===== src/sv/swm_pkg.sv =====
// shared types and constants for the sliding window maximum block
package swm_pkg;

  localparam int SAMPLE_W       = 32;
  localparam int WIN_W          = 7;
  localparam int POS_W          = 8;
  localparam int FILL_W         = 7;
  localparam int WINDOW_MAX_DEF = 64;

  typedef struct packed {
    logic signed [SAMPLE_W-1:0] sample;
    logic                       restart;
    logic [WIN_W-1:0]           win;
  } swm_item_t;

endpackage


===== src/sv/swm_if.sv =====
// channel interfaces for samples, maxima and configuration writes
interface swm_in_if import swm_pkg::*; ();
  logic                       valid;
  logic                       ready;
  logic signed [SAMPLE_W-1:0] sample;
  logic                       restart;

  modport source (output valid, output sample, output restart, input ready);
  modport sink (input valid, input sample, input restart, output ready);
endinterface

interface swm_out_if import swm_pkg::*; ();
  logic                       valid;
  logic                       ready;
  logic signed [SAMPLE_W-1:0] window_max;

  modport source (output valid, output window_max, input ready);
  modport sink (input valid, input window_max, output ready);
endinterface

interface swm_cfg_if import swm_pkg::*; ();
  logic             valid;
  logic             ready;
  logic [WIN_W-1:0] window_size;

  modport source (output valid, output window_size, input ready);
  modport sink (input valid, input window_size, output ready);
endinterface


===== src/sv/sliding_window_maximum_top.sv =====
// top level of the sliding window maximum block
// Streams signed 32-bit samples on the samples channel (sample, restart) and
// returns the largest of the last window_size samples on the maxima channel.
// No result is given until window_size samples have arrived since reset or
// the last restart; restart clears the candidate list before its sample.
// window_size is written on the cfg channel, which is always ready; 0 acts as
// 1 and values above WINDOW_MAX act as WINDOW_MAX. Write it only when idle.
// A two-entry queue takes samples while the deque sequencer works.
// Each sample steps through the sequencer states idle, age, pop, push and
// output (output only when a result is due), staying in pop while candidates
// are popped from the back, with one read of the candidate memory per cycle;
// each sample is popped at most once. When the receiver stalls, the result
// register holds and the sequencer waits at its output step; the queue keeps
// taking samples until full.
// Reset clears counts, deque pointers and window_size to 1; the candidate
// memory needs no clearing.
module sliding_window_maximum_top import swm_pkg::*; #(
  parameter int WINDOW_MAX = WINDOW_MAX_DEF
) (
  input  logic      clk,
  input  logic      rst,
  swm_cfg_if.sink   cfg,
  swm_in_if.sink    samples,
  swm_out_if.source maxima
);

  logic [WIN_W-1:0] window_size;
  logic             item_valid;
  logic             item_ready;
  swm_item_t        item;

  assign cfg.ready = 1'b1;

  always_ff @(posedge clk) begin
    if (rst) begin
      window_size <= WIN_W'(1);
    end else if (cfg.valid && cfg.ready) begin
      window_size <= cfg.window_size;
    end
  end

  swm_front #(
    .WINDOW_MAX(WINDOW_MAX)
  ) u_front (
    .clk        (clk),
    .rst        (rst),
    .window_size(window_size),
    .samples    (samples),
    .item_valid (item_valid),
    .item_ready (item_ready),
    .item       (item)
  );

  swm_back #(
    .WINDOW_MAX(WINDOW_MAX)
  ) u_back (
    .clk       (clk),
    .rst       (rst),
    .item_valid(item_valid),
    .item_ready(item_ready),
    .item      (item),
    .maxima    (maxima)
  );

endmodule


===== src/sv/swm_front.sv =====
// front end: accepts samples, resolves the effective window and queues them
module swm_front import swm_pkg::*; #(
  parameter int WINDOW_MAX = WINDOW_MAX_DEF
) (
  input  logic             clk,
  input  logic             rst,
  input  logic [WIN_W-1:0] window_size,
  swm_in_if.sink           samples,
  output logic             item_valid,
  input  logic             item_ready,
  output swm_item_t        item
);

  swm_item_t        entries [2];
  logic             wr_ptr;
  logic             rd_ptr;
  logic [1:0]       count;
  logic [WIN_W-1:0] win_eff;
  logic             push;
  logic             pop;

  always_comb begin
    win_eff = window_size;
    if (window_size == '0) begin
      win_eff = WIN_W'(1);
    end else if (32'(window_size) > 32'(WINDOW_MAX)) begin
      win_eff = WIN_W'(WINDOW_MAX);
    end
  end

  assign samples.ready = (count != 2'd2);
  assign push          = samples.valid && samples.ready;
  assign item_valid    = (count != 2'd0);
  assign pop           = item_valid && item_ready;
  assign item          = entries[rd_ptr];

  always_ff @(posedge clk) begin
    if (push) begin
      entries[wr_ptr] <= '{sample: samples.sample, restart: samples.restart, win: win_eff};
    end
  end

  always_ff @(posedge clk) begin
    if (rst) begin
      wr_ptr <= 1'b0;
      rd_ptr <= 1'b0;
      count  <= 2'd0;
    end else begin
      if (push) begin
        wr_ptr <= ~wr_ptr;
      end
      if (pop) begin
        rd_ptr <= ~rd_ptr;
      end
      count <= count + 2'(push) - 2'(pop);
    end
  end

endmodule


===== src/sv/swm_back.sv =====
// back end: monotonic deque sequencer over the candidate memory
module swm_back import swm_pkg::*; #(
  parameter int WINDOW_MAX = WINDOW_MAX_DEF
) (
  input  logic      clk,
  input  logic      rst,
  input  logic      item_valid,
  output logic      item_ready,
  input  swm_item_t item,
  swm_out_if.source maxima
);

  localparam int AW      = $clog2(WINDOW_MAX);
  localparam int OW      = $clog2(WINDOW_MAX + 1);
  localparam int SW      = OW + 1;
  localparam int ENTRY_W = SAMPLE_W + POS_W;

  typedef enum logic [2:0] {S_IDLE, S_AGE, S_POP, S_PUSH, S_OUT} state_t;

  state_t                     state, state_next;
  logic [AW-1:0]              head, head_next, head_p;
  logic [OW-1:0]              occ, occ_next, occ_p;
  logic [POS_W-1:0]           pos, pos_next;
  logic [FILL_W-1:0]          filled, filled_next, filled_inc;
  logic signed [SAMPLE_W-1:0] smp, smp_next;
  logic [WIN_W-1:0]           win, win_next;
  logic                       front_new, front_new_next;
  logic                       out_valid, out_valid_next;
  logic signed [SAMPLE_W-1:0] out_max, out_max_next;

  logic [ENTRY_W-1:0]         mem [WINDOW_MAX];
  logic [ENTRY_W-1:0]         rd_data;
  logic [ENTRY_W-1:0]         wr_data;
  logic [AW-1:0]              rd_addr;
  logic [AW-1:0]              wr_addr;
  logic                       rd_en;
  logic                       wr_en;
  logic signed [SAMPLE_W-1:0] rd_val;
  logic [POS_W-1:0]           rd_pos;
  logic [POS_W-1:0]           age;

  function automatic logic [AW-1:0] slot(input logic [AW-1:0] base, input logic [OW-1:0] ofs);
    logic [SW-1:0] sum;
    sum = SW'(base) + SW'(ofs);
    if (sum >= SW'(WINDOW_MAX)) begin
      sum = sum - SW'(WINDOW_MAX);
    end
    return AW'(sum);
  endfunction

  function automatic logic [OW-1:0] back_ofs(input logic [OW-1:0] n);
    return (n == '0) ? '0 : n - OW'(1);
  endfunction

  assign rd_val = rd_data[ENTRY_W-1 -: SAMPLE_W];
  assign rd_pos = rd_data[POS_W-1:0];
  assign age    = pos - rd_pos;

  assign item_ready        = (state == S_IDLE);
  assign maxima.valid      = out_valid;
  assign maxima.window_max = out_max;

  always_comb begin
    state_next     = state;
    head_next      = head;
    occ_next       = occ;
    pos_next       = pos;
    filled_next    = filled;
    smp_next       = smp;
    win_next       = win;
    front_new_next = front_new;
    out_valid_next = out_valid;
    out_max_next   = out_max;
    head_p         = head;
    occ_p          = occ;
    filled_inc     = (filled == '1) ? filled : filled + FILL_W'(1);
    rd_en          = 1'b0;
    rd_addr        = head;
    wr_en          = 1'b0;
    wr_addr        = head;
    wr_data        = {smp, pos};

    if (out_valid && maxima.ready) begin
      out_valid_next = 1'b0;
    end

    unique case (state)
      S_IDLE: begin
        if (item_valid) begin
          smp_next = item.sample;
          win_next = item.win;
          rd_en    = 1'b1;
          if (item.restart) begin
            head_next   = '0;
            occ_next    = '0;
            pos_next    = '0;
            filled_next = '0;
            rd_addr     = '0;
          end
          state_next = S_AGE;
        end
      end
      S_AGE: begin
        if (filled >= FILL_W'(win) && occ != '0 && age >= {1'b0, win}) begin
          head_next = slot(head, OW'(1));
          occ_next  = occ - OW'(1);
        end
        rd_en      = 1'b1;
        rd_addr    = slot(head_next, back_ofs(occ_next));
        state_next = S_POP;
      end
      S_POP: begin
        if (occ != '0 && rd_val <= smp) begin
          occ_next = occ - OW'(1);
          rd_en    = 1'b1;
          rd_addr  = slot(head, back_ofs(occ_next));
        end else begin
          state_next = S_PUSH;
        end
      end
      S_PUSH: begin
        if (occ == OW'(WINDOW_MAX)) begin
          head_p = slot(head, OW'(1));
          occ_p  = occ - OW'(1);
        end
        wr_en          = 1'b1;
        wr_addr        = slot(head_p, occ_p);
        head_next      = head_p;
        occ_next       = occ_p + OW'(1);
        pos_next       = pos + POS_W'(1);
        filled_next    = filled_inc;
        front_new_next = (occ_p == '0);
        rd_en          = (occ_p != '0);
        rd_addr        = head_p;
        state_next     = (filled_inc >= FILL_W'(win)) ? S_OUT : S_IDLE;
      end
      S_OUT: begin
        if (!out_valid || maxima.ready) begin
          out_valid_next = 1'b1;
          out_max_next   = front_new ? smp : rd_val;
          state_next     = S_IDLE;
        end
      end
      default: begin
        state_next = S_IDLE;
      end
    endcase
  end

  always_ff @(posedge clk) begin
    if (wr_en) begin
      mem[wr_addr] <= wr_data;
    end
  end

  always_ff @(posedge clk) begin
    if (rd_en) begin
      rd_data <= mem[rd_addr];
    end
  end

  always_ff @(posedge clk) begin
    if (rst) begin
      state     <= S_IDLE;
      head      <= '0;
      occ       <= '0;
      pos       <= '0;
      filled    <= '0;
      out_valid <= 1'b0;
      win       <= WIN_W'(1);
      front_new <= 1'b0;
    end else begin
      state     <= state_next;
      head      <= head_next;
      occ       <= occ_next;
      pos       <= pos_next;
      filled    <= filled_next;
      out_valid <= out_valid_next;
      win       <= win_next;
      front_new <= front_new_next;
    end
    smp     <= smp_next;
    out_max <= out_max_next;
  end

`ifndef SYNTHESIS
  a_occ_range: assert property (@(posedge clk) disable iff (rst)
    occ <= OW'(WINDOW_MAX))
    else $error("deque occupancy beyond capacity");

  a_head_range: assert property (@(posedge clk) disable iff (rst)
    32'(head) < 32'(WINDOW_MAX))
    else $error("deque head outside memory");

  a_push_nonempty: assert property (@(posedge clk) disable iff (rst)
    state == S_PUSH |=> occ != '0)
    else $error("deque empty after append");

  a_front_read: assert property (@(posedge clk) disable iff (rst)
    state == S_OUT && !front_new |-> occ > OW'(1))
    else $error("front read from memory with a single candidate");
`endif

endmodule

===== src/flat_wrapper.sv =====
// flat-port wrapper written by rule: the top's interface ports become plain ports
module sliding_window_maximum_top_flat import swm_pkg::*;
#(
  parameter int WINDOW_MAX = WINDOW_MAX_DEF
)
  (clk, rst, cfg_valid, cfg_window_size, cfg_ready, samples_valid, samples_sample, samples_restart, samples_ready, maxima_valid, maxima_window_max, maxima_ready);
  swm_cfg_if cfg_i ();
  swm_in_if samples_i ();
  swm_out_if maxima_i ();
  input  logic clk;
  input  logic rst;
  input wire logic [$bits(cfg_i.valid)-1:0] cfg_valid;
  input wire logic [$bits(cfg_i.window_size)-1:0] cfg_window_size;
  output wire logic [$bits(cfg_i.ready)-1:0] cfg_ready;
  input wire logic [$bits(samples_i.valid)-1:0] samples_valid;
  input wire logic [$bits(samples_i.sample)-1:0] samples_sample;
  input wire logic [$bits(samples_i.restart)-1:0] samples_restart;
  output wire logic [$bits(samples_i.ready)-1:0] samples_ready;
  output wire logic [$bits(maxima_i.valid)-1:0] maxima_valid;
  output wire logic [$bits(maxima_i.window_max)-1:0] maxima_window_max;
  input wire logic [$bits(maxima_i.ready)-1:0] maxima_ready;
  assign cfg_i.valid = cfg_valid;
  assign cfg_i.window_size = cfg_window_size;
  assign cfg_ready = cfg_i.ready;
  assign samples_i.valid = samples_valid;
  assign samples_i.sample = samples_sample;
  assign samples_i.restart = samples_restart;
  assign samples_ready = samples_i.ready;
  assign maxima_valid = maxima_i.valid;
  assign maxima_window_max = maxima_i.window_max;
  assign maxima_i.ready = maxima_ready;
  sliding_window_maximum_top #(.WINDOW_MAX(WINDOW_MAX)) u_core (.clk(clk), .rst(rst), .cfg(cfg_i), .samples(samples_i), .maxima(maxima_i));
endmodule

===== config.mk =====
export PLATFORM = sky130hd
export DESIGN_NAME = sliding_window_maximum_top_flat
export DESIGN_NICKNAME = d
export VERILOG_FILES = /design/src/sv/swm_pkg.sv /design/src/sv/swm_if.sv /design/src/sv/sliding_window_maximum_top.sv /design/src/sv/swm_front.sv /design/src/sv/swm_back.sv /design/src/flat_wrapper.sv
export SDC_FILE = /design/constraint.sdc
export NUM_CORES = 2
export LEC_CHECK = 0
export ABC_AREA = 0
export BUFFER_PORTS_ARGS = -buffer_cell sky130_fd_sc_hd__buf_2
export CORE_ASPECT_RATIO = 0.5
export CORE_MARGIN = 4
export CORE_UTILIZATION = 40
export DETAILED_ROUTE_END_ITERATION = 7
export GPL_TIMING_DRIVEN = 0
export PLACE_DENSITY = 0.63
export RECOVER_POWER = 50
export SETUP_SLACK_MARGIN = 0.05
export SLEW_MARGIN = 15
export SYNTH_ARGS = -nofsm -noshare
export SYNTH_HDL_FRONTEND = slang
export SYNTH_SLANG_ARGS = --single-unit

===== constraint.sdc =====
create_clock -name clk -period 8.05 [get_ports clk]
set_clock_uncertainty 0.2 [all_clocks]
set_input_delay 0 -clock clk [delete_from_list [all_inputs] [get_ports clk]]
set_output_delay 0 -clock clk [all_outputs]
set_load 0.01 [all_outputs]

==> qor.csv <==
metric,value,unit
cell family with most CP delay,compound AO/OA/AOI/OAI gates,
met3 usage,4.969,%
cts bufs inserted,272,
reg2reg start,u_core.u_back.rd_data[0],
grt met1 use,31.70,%
worst relative slew slack,3.416,%
Sw Ratio,34.11,%
switching pwr,16.68,mW
WS Path Type,flip-flop to flip-flop,
worst endpoint required time,8310,ps
internal power,32.22,mW
global route overflow,0,
crit path max fanout,10,
Vias,64540,
"Cell Area, Synth",111400,µm²
largest net degree at the start of global routing,66,
Post-Syn Instances,6336,
outcome,"complete, but fails checks",
# rows,136,
CP endpoint kind,flip-flop,
Max VDD drop,0.2163,mV
sequential share of power,36.9,%
vias per inst,5.825,
gpl congestion,0.8869,
Critical path origin,u_core.u_back.rd_data[0],
post-synth top area cell,edfxtp_1,
Reg area,83460,µm²
Leak,43.49,nW
nets@finish,7279,
Gate power share,37.7,%
clk sink count,2796,
core area,276000,µm²
clock power share,25.3,%
Synth area leaders,"edfxtp_1, mux2i_1, mux2_2",
IO Port Bufs,76,
GRT busiest layer,met2,
achievable frequency,116.3,MHz
setup slack after layout,-545.6,ps
CP dominant cell by count,a21oi_2,
Hold Fails Final Rpt,0,
vias in the first global route,61660,
DP HPWL,226900,µm
period utilisation layout,106.8,%
worst path bufs/invs,9,
synthesized net count,6469,
final setup violation count,40,
PwrDens,360.0,nW/µm²
Tot Pwr,48.90,mW
Die Span Y,381.2,µm
Root Driver,clkbuf_16,
maximum clock insertion buffer count,4,
Area growth syn-to-layout,21.92,%
Worst Path Arrival,8850,ps
Clock Pin Slew Worst Setup and Hold Paths,60,ps
# DRC,0,
DRT iter0 DRCs,8518,
failing checks,setup timing,
Post-synth top flop,edfxtp_1,
CP Launch Type,flip-flop,
setup TNS,-14690,ps
slew at the pin with the worst max-slew slack,1445,ps
Hold Crit Start,rst,
Max Cap Violations,0,
Initial Util,40.37,%
initial antenna violation count,27,
M2 GR Usage,34.64,%
CTS H-tree lvls,5,
first-pass GRT wire length,467000,µm
"Avg Cell Area, Syn",17.58,µm²
WL/cell,30.45,µm
layout cells sized above 1,26.76,%
area of the multi-input gates,28250,µm²
Die Wd,754.4,µm
Final Max Slew Viols,0,
Synth warnings,0,
post-synthesis sequential area ratio,74.89,%
slowest cell on the critical path,or4_4,
post-route minimum period,8596,ps
CTS tree,built,
I/O pins,80,
"flops & latches, synth",2796,
Die ar.,287600,µm²
RSZ-0062 raised after global routing,yes,
total track usage,22.54,%
top cell type's share of synthesized area,73.96,%
drt first pass iters,5,
Post-synth EDFFs,2744,
Yosys cell types,71,
WL final,337400,µm
clk_lat worst skew,840,ps
Filler cells,22410,
Post-synth ARST share,0,%
"commonest non-fill, non-tap cell in the layout",edfxtp_1,
max incr delay on CP,580,ps
ANT nets after route,0,
pre-CTS WS,-3967,ps
Tightest Hold Check Type,input pin to flip-flop,
most frequent cells in the layout,"edfxtp_1, mux2i_1, mux2_2, clkbuf_16, o22ai_1",
==> per-layer routing <==
metal	routed length, µm	share of wire (%)
met5	92	0.027
met2	152900	45
met1	137000	41
met4	12970	3.8
met3	34520	10
==> power groups by stage <==
stage               clock network (mW)  registers [mW]  logic [mW]
floorplan                            0            18.6        8.38
global placement                     0            19.8        13.1
detailed placement                   0            18.4        15.3
global route                      13.1            18.1        19.0
finish                            12.4            18.1        18.5
CTS                               12.5            18.0        17.6
==> repair_timing <==
| action | CTS | global route |
|---|---|---|
| hold endpoints to repair | 204 | 0 |
| gates resized for setup | 714 | 253 |
| hold buffers | 101 | 0 |
| setup buffers | 79 | 60 |
| pin swaps | 115 | 121 |
| gates cloned | 12 | 6 |
| endpoints found under the setup margin | 515 | 1360 |
==> flip-flops by register name (all words and copies together) (netlist names), named ones only <==
name / cells
u_core.u_back.pos: 8
u_core.u_back.win: 7
u_core.u_back.head: 6
u_core.u_back.occ: 7
u_core.u_back.rd_data: 40
u_core.u_front.count: 2
u_core.u_back.smp: 32
u_core.u_back.filled: 7
u_core.u_back.front_new: 1
u_core.u_front.entries: 80
u_core.window_size: 7
u_core.u_back.maxima.window_max: 32
u_core.u_back.mem: 2560
u_core.u_front.rd_ptr: 1
u_core.u_back.maxima.valid: 1
u_core.u_back.state: 3
u_core.u_front.wr_ptr: 1
==> final cells by class <==
cell class              count  area share (%)
well taps                3726           3.432
repair buffers            542           5.382
clock buffers             344           5.398
diodes                     18         0.03316
multi-input cells        3108           20.80
clock inverters           120          0.7590
plain buffers             355           2.561
inverters                  71          0.1962
flip-flops and latches   2796           61.44
==> tightest hold or removal path, delay by kind of cell <==
| family | cells | cell delay, ps |
|---|---|---|
| buf+inv | 2 | 830 |
| compound gates | 1 | 300 |
==> cell families (layout without fill, tap and decap cells) <==
family                   count (synthesis)  after routing  share of synthesized area, %
AO/OA/AOI/OAI                         1013           1013                         6.660
other                                    1             19                      0.003366
buffers and inverters                  438           1432                         1.799
flip-flops                            2796           2796                         74.89
XOR/XNOR                                61             61                        0.4795
AND/OR/NAND/NOR                        577            583                         2.301
multiplexers                          1362           1362                         12.85
adder cells (fa/ha/maj)                 88             88                         1.015
==> final timing paths <==
path / to / slack [ps] / depth (start not counted)
setup / recovery: u_core.u_back.rd_data[31] / -550 / 38
hold / removal: u_core.u_back.win[0] / 180 / 3
setup reg to reg: u_core.u_back.rd_data[31] / -550 / 38
hold reg to reg: u_core.u_back.win[4] / 310 / 2
==> synth_stat cells, types with 4 or more instances <==
master	number
a22o_1	4
a211oi_1	13
mux2_1	15
a221o_1	4
o21bai_1	6
dfxtp_1	52
buf_2	135
xnor2_1	38
nand2_1	69
and2_1	14
and3_1	13
buf_1	11
inv_1	71
a22oi_1	174
o2111ai_1	4
o21a_1	4
xor2_1	23
nand2b_1	14
o22ai_1	327
nand4_1	51
nor3_1	15
edfxtp_1	2744
o21ai_0	31
fa_1	4
nor2_1	347
mux2i_1	816
a21o_1	20
a21oi_1	65
clkbuf_1	173
nor2b_1	15
a211o_1	164
ha_1	84
a31oi_1	5
buf_4	44
a221oi_1	160
nand3_1	18
mux2_2	531
==> metrics by stage <==
| step | util, % | hold WS (ps) | instance area (µm²) | std cells |
|---|---|---|---|---|
| after floorplan | - | -101.1 | 111400 | 6336 |
| after global placement | 42.19 | -11.06 | 116500 | 10140 |
| after detailed placement | 43.90 | -4.248 | 121200 | 10350 |
| after CTS | 48.69 | 121.2 | 134400 | 11010 |
| after global routing | 49.21 | 188.2 | 135800 | 11070 |
| final | 49.22 | 175.1 | 135800 | 11080 |
Note: power is estimated with default switching activity, not from simulation.
